**src/rtl/lsbs_pkg.sv**
```systemverilog
// lsbs_pkg: shared types and constants of the lidar scan breakpoint segmenter
// holds controller states, command and status bundles, register indexes and
// fixed-point constants; no dependencies
`default_nettype none

package lsbs_pkg;

	// configuration port
	localparam int unsigned CFG_ADDR_W = 2;
	localparam int unsigned CFG_DATA_W = 32;
	localparam logic [CFG_ADDR_W-1:0] CFG_DIST_THRESHOLD_SQ = 2'd0;
	localparam logic [CFG_ADDR_W-1:0] CFG_ANGLE_START       = 2'd1;
	localparam logic [CFG_ADDR_W-1:0] CFG_ANGLE_STEP        = 2'd2;

	localparam logic [31:0] RST_DIST_THRESHOLD_SQ = 32'd40000;
	localparam logic [15:0] RST_ANGLE_START       = 16'd0;
	localparam logic [15:0] RST_ANGLE_STEP        = 16'd182;

	// stream widths
	localparam int unsigned IN_DATA_W  = 16;
	localparam int unsigned OUT_DATA_W = 48;
	localparam int unsigned COORD_W    = 17;
	localparam int unsigned CLUSTER_W  = 10;

	// quarter-wave sine polynomial, q15
	localparam logic [16:0] POLY_C0 = 17'd51472;
	localparam logic [16:0] POLY_C1 = 17'd21024;
	localparam logic [16:0] POLY_C2 = 17'd2320;
	localparam logic [16:0] Q15_ONE = 17'd32768;
	localparam logic [32:0] ROUND_HALF = 33'd16384;

	typedef enum logic [1:0] {
		QUAD_I,
		QUAD_II,
		QUAD_III,
		QUAD_IV
	} quad_t;

	typedef enum logic [3:0] {
		S_IDLE,
		S_ANGLE,
		S_CHOOSE,
		S_LT_GO,
		S_LT_WAIT,
		S_LMUL,
		S_LACC,
		S_LCMP,
		S_ET_GO,
		S_ET_WAIT,
		S_EPROJ,
		S_COMMIT,
		S_LAST,
		S_EMPTY,
		S_CLEAR
	} state_t;

	typedef struct packed {
		logic in_load;     // capture the accepted beam
		logic angle_calc;  // beam angle from start, index and step
		logic trig_start;  // launch sine/cosine unit
		logic trig_link;   // 1: angle difference for link test, 0: point angle
		logic link_wrap;   // link against first point instead of current beam
		logic link_mul;
		logic link_acc;
		logic link_cmp;
		logic out_load;    // project previous point into output register
		logic out_empty;   // closing record of an empty scan
		logic commit;      // current beam becomes previous point
		logic beam_inc;
		logic scan_clear;
	} cmd_t;

	typedef struct packed {
		logic beam_valid;
		logic beam_last;
		logic has_prev;
		logic trig_done;
		logic out_free;
	} sts_t;

endpackage

`default_nettype wire

```
**src/rtl/lsbs_ctrl.sv**
```systemverilog
// lsbs_ctrl: sequencing state machine of the segmenter
// drives lsbs_dp through the command bundle; uses lsbs_pkg
`default_nettype none

module lsbs_ctrl (
	input  wire logic             clk,
	input  wire logic             arst_n,
	input  wire logic             s_tvalid,
	output logic                  s_tready,
	input  wire lsbs_pkg::sts_t   sts,
	output lsbs_pkg::cmd_t        cmd
);

	lsbs_pkg::state_t state_q, state_d;
	logic             wrap_q, wrap_d;
	logic             accept;

	assign s_tready = (state_q == lsbs_pkg::S_IDLE);
	assign accept   = s_tvalid && s_tready;

	always_comb begin
		state_d = state_q;
		wrap_d  = wrap_q;
		case (state_q)
			lsbs_pkg::S_IDLE: begin
				if (accept) state_d = lsbs_pkg::S_ANGLE;
			end
			lsbs_pkg::S_ANGLE:   state_d = lsbs_pkg::S_CHOOSE;
			lsbs_pkg::S_CHOOSE: begin
				state_d = (sts.beam_valid && sts.has_prev) ? lsbs_pkg::S_LT_GO
				                                           : lsbs_pkg::S_COMMIT;
			end
			lsbs_pkg::S_LT_GO:   state_d = lsbs_pkg::S_LT_WAIT;
			lsbs_pkg::S_LT_WAIT: begin
				if (sts.trig_done) state_d = lsbs_pkg::S_LMUL;
			end
			lsbs_pkg::S_LMUL:    state_d = lsbs_pkg::S_LACC;
			lsbs_pkg::S_LACC:    state_d = lsbs_pkg::S_LCMP;
			lsbs_pkg::S_LCMP:    state_d = lsbs_pkg::S_ET_GO;
			lsbs_pkg::S_ET_GO:   state_d = lsbs_pkg::S_ET_WAIT;
			lsbs_pkg::S_ET_WAIT: begin
				if (sts.trig_done) state_d = lsbs_pkg::S_EPROJ;
			end
			lsbs_pkg::S_EPROJ: begin
				if (sts.out_free) state_d = wrap_q ? lsbs_pkg::S_CLEAR : lsbs_pkg::S_COMMIT;
			end
			lsbs_pkg::S_COMMIT:  state_d = lsbs_pkg::S_LAST;
			lsbs_pkg::S_LAST: begin
				if (!sts.beam_last) begin
					state_d = lsbs_pkg::S_IDLE;
				end else if (sts.has_prev) begin
					state_d = lsbs_pkg::S_LT_GO;
					wrap_d  = 1'b1;
				end else begin
					state_d = lsbs_pkg::S_EMPTY;
				end
			end
			lsbs_pkg::S_EMPTY: begin
				if (sts.out_free) state_d = lsbs_pkg::S_IDLE;
			end
			lsbs_pkg::S_CLEAR: begin
				state_d = lsbs_pkg::S_IDLE;
				wrap_d  = 1'b0;
			end
			default: state_d = lsbs_pkg::S_IDLE;
		endcase
	end

	always_comb begin
		cmd            = '0;
		cmd.link_wrap  = wrap_q;
		cmd.in_load    = accept;
		case (state_q)
			lsbs_pkg::S_ANGLE: cmd.angle_calc = 1'b1;
			lsbs_pkg::S_LT_GO: begin
				cmd.trig_start = 1'b1;
				cmd.trig_link  = 1'b1;
			end
			lsbs_pkg::S_LMUL:  cmd.link_mul = 1'b1;
			lsbs_pkg::S_LACC:  cmd.link_acc = 1'b1;
			lsbs_pkg::S_LCMP:  cmd.link_cmp = 1'b1;
			lsbs_pkg::S_ET_GO: cmd.trig_start = 1'b1;
			lsbs_pkg::S_EPROJ: cmd.out_load = sts.out_free;
			lsbs_pkg::S_COMMIT: cmd.commit = 1'b1;
			lsbs_pkg::S_LAST:  cmd.beam_inc = !sts.beam_last;
			lsbs_pkg::S_EMPTY: begin
				cmd.out_empty  = sts.out_free;
				cmd.scan_clear = sts.out_free;
			end
			lsbs_pkg::S_CLEAR: cmd.scan_clear = 1'b1;
			default: ;
		endcase
	end

	always_ff @(posedge clk or negedge arst_n) begin
		if (!arst_n) begin
			state_q <= lsbs_pkg::S_IDLE;
			wrap_q  <= 1'b0;
		end else begin
			state_q <= state_d;
			wrap_q  <= wrap_d;
		end
	end

	a_load_needs_room: assert property (@(posedge clk) disable iff (!arst_n)
		(cmd.out_load || cmd.out_empty) |-> sts.out_free)
		else $error("output register overwritten");

	a_one_beam_at_a_time: assert property (@(posedge clk) disable iff (!arst_n)
		(s_tvalid && s_tready) |=> !s_tready)
		else $error("second beam taken while busy");

	a_trig_done_expected: assert property (@(posedge clk) disable iff (!arst_n)
		sts.trig_done |-> (state_q == lsbs_pkg::S_LT_WAIT || state_q == lsbs_pkg::S_ET_WAIT))
		else $error("trig result arrived while not waiting");

endmodule

`default_nettype wire

```
**config.mk**
```make
export PLATFORM = sky130hd
export DESIGN_NAME = lsbs_ctrl
export DESIGN_NICKNAME = d
export VERILOG_FILES = /design/src/rtl/lsbs_pkg.sv /design/src/rtl/lsbs_ctrl.sv
export SDC_FILE = /design/constraint.sdc
export NUM_CORES = 1
export LEC_CHECK = 0
export BUFFER_PORTS_ARGS = -buffer_cell sky130_fd_sc_hd__buf_2
export CAP_MARGIN = 0
export CORE_AREA = 2 2 39 41
export DETAILED_ROUTE_END_ITERATION = 12
export DIE_AREA = 0 0 41 43
export GPL_ROUTABILITY_DRIVEN = 0
export PLACE_DENSITY = 0.79
export SLEW_MARGIN = 10
export SYNTH_ARGS = -nofsm -noshare
export SYNTH_HDL_FRONTEND = slang
export SYNTH_SLANG_ARGS = --single-unit
```
**constraint.sdc**
```tcl
create_clock -name clk -period 3.7 [get_ports clk]
set_input_delay 0.37 -clock clk [delete_from_list [all_inputs] [get_ports clk]]
set_output_delay 0.37 -clock clk [all_outputs]
set_load 0.01 [all_outputs]
```
# After elaboration in Yosys (flattened, before gate mapping)
# Index checks and enable logic that the tools add are counted.
# totals
out_inout_bits,14
ff_bits,5
# classes
n_mux,24
eq_ne,21
reduce_logical,8
# ops
op,n
4-bit case mux with 14 select lines,1
4-bit 2-to-1 mux,8
4-bit equality test (second input constant),7
4-bit by 3-bit equality test with 1-bit output (second input constant),4
1-bit 2-to-1 mux,12
2-bit != test (second input constant),6
4-bit by 2-bit equality test with 1-bit output (second input constant),2
5-bit AND reduction,1
4-bit by 1-bit equality test with 1-bit output (second input constant),1
4-bit logical NOT,1
1-bit case mux with 2 select lines,2
3-bit 2-to-1 mux,1
3-bit AND reduction,1
1-bit logical AND,2
2-bit by 1-bit != test with 1-bit output (second input constant),1
2-bit nonzero test,1
2-bit OR reduction,1
1-bit logical NOT,1

# Depth between registers and ports, before layout
# Gate-level depths: netlist of run 1.
# depth
ltp_word,4
depth_mapped,6
mapped_depth_nobuf,4

# Least setup slack after synthesis of run 1
# No wires, ideal clock.
# synth_timing
path_type,register -> output
from,reg state_q[2]
to,out cmd[12] in the netlist's numbering
t_required_ps,3330
setup_slack_ps,1843
t_arrival_ps,1487
stages_incl_launch_ff,6
path_cell_list,dfrtp_1 > buf_2 > clkbuf_1 > nor4_1 > and2_1 > buf_4
# synth_via
elab_chain_cells,2
# synth_lines
item,line,source
"start, declared",lsbs_ctrl.sv:14,"lsbs_pkg::state_t state_q, state_d;"
"start signal, assigned",lsbs_ctrl.sv:97,state_q <= lsbs_pkg::S_IDLE;
"start signal, assigned",lsbs_ctrl.sv:100,state_q <= state_d;
4-bit logical NOT,lsbs_ctrl.sv:18,assign s_tready = (state_q == lsbs_pkg::S_IDLE);
via s_tready,lsbs_ctrl.sv:9,"output logic s_tready,"
1-bit logical AND,lsbs_ctrl.sv:19,assign accept = s_tvalid && s_tready;
"end, declared",lsbs_ctrl.sv:11,output lsbs_pkg::cmd_t cmd
# The timed path passes the listed nets, and every way through them passes these cells.

==> results.txt, run 1 <==
The biggest area contributor in the post-synthesis netlist is dfrtp_1. In this run, synthesis inferred 0 flip-flops with an integrated enable. The first detailed-routing pass took 4 iterations.

Summed over all layers, the routed wires come to 1360 µm. The worst setup path is captured at an output pin. The post-layout instance area is about 650 µm².

The worst setup path is launched from a register. The cell count of the worst reg-to-reg path is 4. The fraction of layout cells with a size suffix above 1 is 33.3%. The sequential power share came out at 32.8%.

The initial antenna violation count came out at 0. The logic gate share of total power is 54.8%. The flow ran to the end, and the final reports show no timing, DRC or antenna violations. After clock tree synthesis, the clock-pin slew on the worst setup and hold paths is 0.05 ns. The most critical setup path has its startpoint at state_q[1]$_DFFE_PN0P_.

The data required time at the worst endpoint came out at ~3.3 ns. The highest achievable clock rate came out at 0.513 GHz. The worst-case register-to-register setup slack came out at 1.79 ns. The power per cell area is approximately 830 nW/µm². For the pin with the worst max-slew slack, the measured transition is between 0.5 and 0.6 ns.

The first global-routing pass estimated between 2000 and 2500 µm of wire. The width of the die is just over 40 µm. Across all layers, the routed design uses between 500 and 600 vias. The HPWL reported at the end of detailed placement came out at approximately 950 µm.

TritonCTS built the clock tree. Yosys attributes the largest share of cell area to dfrtp_1, nor2_1, a21oi_1, buf_2, nand2_1. The worst endpoint data arrival time is between 1.5 and 2 ns. In this run, CTS created clock tree buffers numbering 3. The total nets after synthesis is 80.

The total design power came out at approximately 0.54 mW. The path class of the tightest hold or removal check is in2reg. The met1 layer wirelength in the final routing is approximately 640 µm. For this run, the leading register cell type out of synthesis is dfrtp_1. In this run the post-CTS setup repair buffer count came out at 0.

The first-iteration detailed-routing DRC count came out at 8. The share of synthesized flip-flops with an asynchronous set or reset is 100%. After layout, the worst path uses a little over half of the clock period. Summing all flip-flop and latch instances after layout gives between 100 and 150 µm². The endpoint identified for the worst register-to-register timing path is state_q[0]$_DFFE_PN0P_. The combined global-route utilization of all metal layers is between 10% and 20%. By instance count, the leading cell after synthesis is nor2_1. The headroom to the max-slew limit came out at between 60% and 70%. The critical path is of the reg2out type. Setup repair after global routing left no endpoint under its margin. The post-cts repair resize count came out at 0.

The total global routing overflow is 0. In this run the count of I/O pins placed on the die edge is 22. CTS saw 5 sinks. The area occupied by multi-input gates is 363 µm². The per-cell routed wire length is 12.8 µm. The capture point of the critical path is cmd[4]. The leakage power is ~0.32 nW. The number of max-slew violations in the final report was 0. The initial cell density of the core is 38.7%. In the synthesized netlist, the cells that appear most often are nor2_1, a21oi_1, nand2_1, buf_2, dfrtp_1.

The number of distinct library cells after synthesis came out at 34. The count of mapped cells out of synthesis is 72. The clock share of power came out at 12.4%. The area of the placeable core is around 1400 µm². For the worst-skew pair, the clock arrives at the later sink with an insertion delay of 0.25 ns. The part of the Yosys area used for sequential elements is between 20% and 30%. For the finished layout, the period the worst path requires is between 1.5 and 2 ns. The maximum clock insertion buffer count came out at 2.

The startpoint identified for the worst register-to-register timing path is state_q[3]$_DFFE_PN0P_. The filler cell count is about 140. The met2 wire length is ~650 µm. The average footprint of a synthesized cell is 7.44 µm².

The number of synthesized register bits is 5. The number of warnings issued by yosys is 0. The post-synth design cell area came out at between 500 and 600 µm².

The pin count of the biggest net entering global routing is 21. The die outline area is 1760 µm². Setup violations remaining at the end of the flow were counted as 0. Of the post-synthesis cell area, the dominant cell type holds roughly a quarter. The switching power summed over all nets came out at 0.270 mW.

CTS built an H-tree with a depth of 1. The number of violations of the max-capacitance limit is 0. The number of vias per cell came out at roughly 5.5. The post-route clock skew is 0.000202 ns. Of all nets on the critical path, the largest fanout is 17. After detailed routing, the number of remaining DRC violations is 0. The number of antenna diodes in the final layout is 0. The total number of nets in the final design is between 90 and 100. The highest signal layer in the routed design is met3. Cell internal power was estimated by the tool at around 0.28 mW. The total count of hold-check failures in the final report came out at 0. Port buffering added 21 buffers. The via count of the first global-routing pass is around 530.

The synthesis-to-layout area growth is 22.0%. The share of total power consumed by net switching is 49.5%. In this run the remaining antenna-violating nets after routing total 0. The row count came out at 14.

In this run the cell area measured after placement is 617 µm². The met3 wire length came out at around 70 µm. The height of the die is around 43 µm.

IR analysis of the VDD net gives a maximum drop of about 0.23 mV. Setup total negative slack on the finished layout was measured at 0 ns. Clock tree synthesis selected as its root buffer the cell clkbuf_4.
cells in the final DEF, fill, tap and decap left out, types with 2 or more instances in the layout:
master	synthesis	final
dfrtp_1	5	5
clkbuf_4	0	3
and3_1	2	2
buf_2	5	21
nand2b_1	2	2
a21oi_1	6	6
nor3_1	4	4
nor4_1	2	2
nor2b_1	3	3
o22ai_1	2	2
nor2_1	10	10
nand2_1	6	6
and2_1	2	2
metal layers:
metal | track usage (%) | vias up
met5 | 0 | -
met4 | 6.00 | 0
met1 | 22.6 | 270
met3 | 4.19 | 0
met2 | 25.9 | 15
li1 | - | 297
state kept, by name, summed over array words and instances (netlist names):
register	cells
wrap_q	1
state_q	4
final cells by class:
cell class | count | share of cell area (%)
multi-input cells | 58 | 55.6
flip-flops and latches | 5 | 19.2
repair buffers | 22 | 17.6
clock buffers | 4 | 4.02
well taps | 16 | 3.07
inverters | 1 | 0.575
power groups by stage:
stage	registers, mW	clock network (mW)	logic (mW)
final	0.179	0.0676	0.299
after global routing	0.191	0.0747	0.333
after CTS	0.177	0.0719	0.300
after detailed placement	0.177	0	0.299
after global placement	0.173	0	0.291
after floorplan	0.104	0	0.311
through the flow:
stage	std cells	util, %	setup WS (ns)	hold WS, ns
after floorplan	72	-	1.84	0.0744
after global placement	101	44.6	1.84	0.187
after global routing	106	47.2	1.61	0.424
final	106	47.2	1.75	0.407
after detailed placement	101	44.6	1.79	0.189
after CTS	106	47.2	1.73	0.395
how the worst min path moves through the flow:
stage	startpoint	endpoint	slack, ns	cells past startpoint
after global routing	sts[0]	state_q[1]$_DFFE_PN0P_	0.42	2
after CTS	sts[0]	state_q[1]$_DFFE_PN0P_	0.40	2
after floorplan	arst_n	state_q[0]$_DFFE_PN0P_	0.07	0
final	sts[0]	state_q[1]$_DFFE_PN0P_	0.41	2
after global placement	arst_n	state_q[2]$_DFFE_PN0P_	0.19	1
after detailed placement	arst_n	state_q[2]$_DFFE_PN0P_	0.19	1
worst max-delay path: stages (launching register included):
cell and delay [ns]:
dfrtp_1 0.62, nor2b_1 0.37, and3_1 0.21, buf_2 0.12
repair_timing:
| item | in CTS | in global routing |
|---|---|---|
| hold buffers | 1 | 0 |
| endpoints found under the setup margin | 0 | 0 |
| hold endpoints to repair | 5 | 0 |
cell families after synthesis:
logic type | count (synthesis) | synth area share, %
multiplexers | 3 | 6.77
AND/OR/NAND/NOR | 38 | 38.6
flip-flops | 5 | 23.4
buffers and inverters | 9 | 8.88
AO/OA/AOI/OAI | 17 | 22.4
(Power assumes the default switching activity.)
==> inputs of run 2 (changes only) <==
CORE_AREA = default   (was 2 2 39 41)
CORE_MARGIN = 2   (was default)
CORE_UTILIZATION = 41   (was default)
DIE_AREA = default   (was 0 0 41 43)
PLACE_DENSITY = 0.83   (was 0.79)
clock period = 1.72 ns   (was 3.7 ns; I/O delays follow)
==> results.txt, run 2 (synthesis gave the netlist of run 1 again) <==
The flow ran to the end, and the final reports show no timing, DRC or antenna violations. The number of inserted diodes came out at 0. The largest individual stage delay along the critical path comes from the cell dfrtp_1. For this run, the detailed router's first-pass iteration total came to 4. The fraction of layout cells with a size suffix above 1 is 41.8%. The sum of buffers and inverters on the critical path is 0. The total global routing overflow came out at 0.

The flip-flop count of the largest register after layout came out at 4. The worst setup path is launched from a register. The initial antenna violation count is 0. In this run the cell area measured after placement is roughly 680 µm².

The power per cell area came out at 1840 nW/µm². The setup slack after placement came out at between 0.05 and 0.06 ns. Buffers placed on the I/O ports in this run total 21.

Ranked by flip-flop count, first place goes to state_q. The pin count of the biggest net entering global routing is 14. The library cell used most frequently in the layout, excluding fill and tap cells, is buf_2. The maximum clock insertion buffer count came out at 2.

The highest fanout seen on the critical path came out at 7. In the layout the commonest cells are buf_2, nor2_1, buf_4. Traced cell by cell, the critical path runs through or3_1, a211oi_2, a211o_2, mux2_4.

The leakage power is about 0.36 nW. The die outline area is around 1600 µm². The per-cell routed wire length is between 10 and 15 µm. The number of vias per cell is roughly 5.7.

TritonCTS built the clock tree. The post-layout instance area is roughly 730 µm². The portion of the clock cycle consumed by the worst path in the final layout came out at between 90% and 100%. The measured slew at the worst slew-check pin came out at 0.349 ns. The total CTS buffers came out at 3.

In the post-route analysis, the smallest setup slack over all paths is 0.0409 ns. The total number of nets in the final design is 107. The number of setup buffers added after CTS is 0. The area of the placeable core is between 1000 and 1500 µm². The height of the die came out at approximately 40 µm.

Counting I/O delays and the setup requirement, the final critical path takes approximately 1.7 ns. STA puts the critical path data required time at 1.85 ns. The row count is 13.

The clock input transition at the sequential cells of the worst setup and hold paths is roughly 0.040 ns. The number of H-tree levels is 1. The width of the die came out at ~40 µm.

The cell type group with the largest total delay on the critical path is flip-flops. The headroom to the max-slew limit is 76.4%. The worst endpoint data arrival time is 1.81 ns. The via count of the first global-routing pass is 471. The largest registers in the layout are state_q x4, wrap_q x1.

The count of vias placed by the detailed router is approximately 640. Setup violations remaining at the end of the flow were counted as 0. The first-iteration detailed-routing DRC count came out at 22. The combined global-route utilization of all metal layers came out at approximately a fifth. The number of top-level pins is 22.

The HPWL reported at the end of detailed placement came out at 1100 µm. The synthesis-to-layout area growth is 35.5%. The worst setup path is captured at a register. The highest achievable clock rate came out at 0.596 GHz.

In this design, the stage delay of the slowest critical-path cell is about 0.45 ns. The number of violations of the max-capacitance limit is 0. The number of max-slew violations in the final report came out at 0.

The path class of the tightest hold or removal check is in2reg. The initial cell density of the core came out at between 40% and 50%. The post-route clock skew is 0.000659 ns. On the final layout, the worst hold slack is around 0.21 ns.

In the routed design, unresolved DRC markers number 0. The wire length of the first global-routing pass came out at around 2100 µm. The largest vdd supply drop is approximately 0.69 mV. The detailed-route wire length is roughly 1500 µm. The clock insertion delay at the later pin of the skew report came out at between 0.2 and 0.3 ns. The tree is rooted in a clkbuf_4. The kind of critical path is reg2reg. The total count of hold-check failures in the final report is 0. The final design utilization came out at between 50% and 60%. The remaining number of nets flagged by the antenna check after routing is 0.

The clock sink count came out at 5.
-- run 2: cell count changes in the layout (fill, tap and decap cells not counted), sizes merged --
cell and change:
buf +8
-- run 2: final timing paths --
check,slack (ns),from,depth (start not counted),end
max in group asynchronous,1.30,arst_n,2,state_q[3]$_DFFE_PN0P_
worst min-delay path,0.21,sts[0],2,state_q[1]$_DFFE_PN0P_
worst max-delay path,0.04,state_q[1]$_DFFE_PN0P_,4,state_q[0]$_DFFE_PN0P_
worst max register to register,0.04,state_q[1]$_DFFE_PN0P_,4,state_q[0]$_DFFE_PN0P_
worst min register to register,0.57,wrap_q$_DFFE_PN0P_,2,wrap_q$_DFFE_PN0P_
min in group asynchronous,0.27,arst_n,2,state_q[1]$_DFFE_PN0P_
-- run 2: repair_timing --
item	4_1_cts	5_1_grt
hold buffers	1	0
hold endpoints to repair	5	0
gates resized for setup	0	4
setup endpoints to repair	0	5
-- run 2: area by class of cell --
cell class	instances	area (µm²)
Fill cell	119	527
Tap cell	15	18.8
Timing Repair Buffer	30	179
Clock buffer	4	26.3
Multi-Input combinational cell	58	372
Sequential cell	5	126
Inverter	1	3.75
-- run 2: stage by stage --
stage                     total power, mW  cells  TNS [ns]
after CTS                            1.30    113         0
after floorplan                     0.891     72         0
final                                1.33    113         0
after global placement               1.12    108         0
after global routing                 1.45    113  -0.00155
after detailed placement             1.15    108         0
-- run 2: per-layer routing --
metal,track usage [%],part of all wire (%),vias up
met5,0,0,-
met4,7.76,1.7,0
met3,0,5.9,3
met2,31.9,46,28
met1,26.6,46,298
li1,-,-,314
-- run 2: report_power, final --
part / switching, mW / internal, mW
logic: 0.473 / 0.442
clock network: 0.0550 / 0.0881
registers: 0.0938 / 0.181
total: 0.622 / 0.711
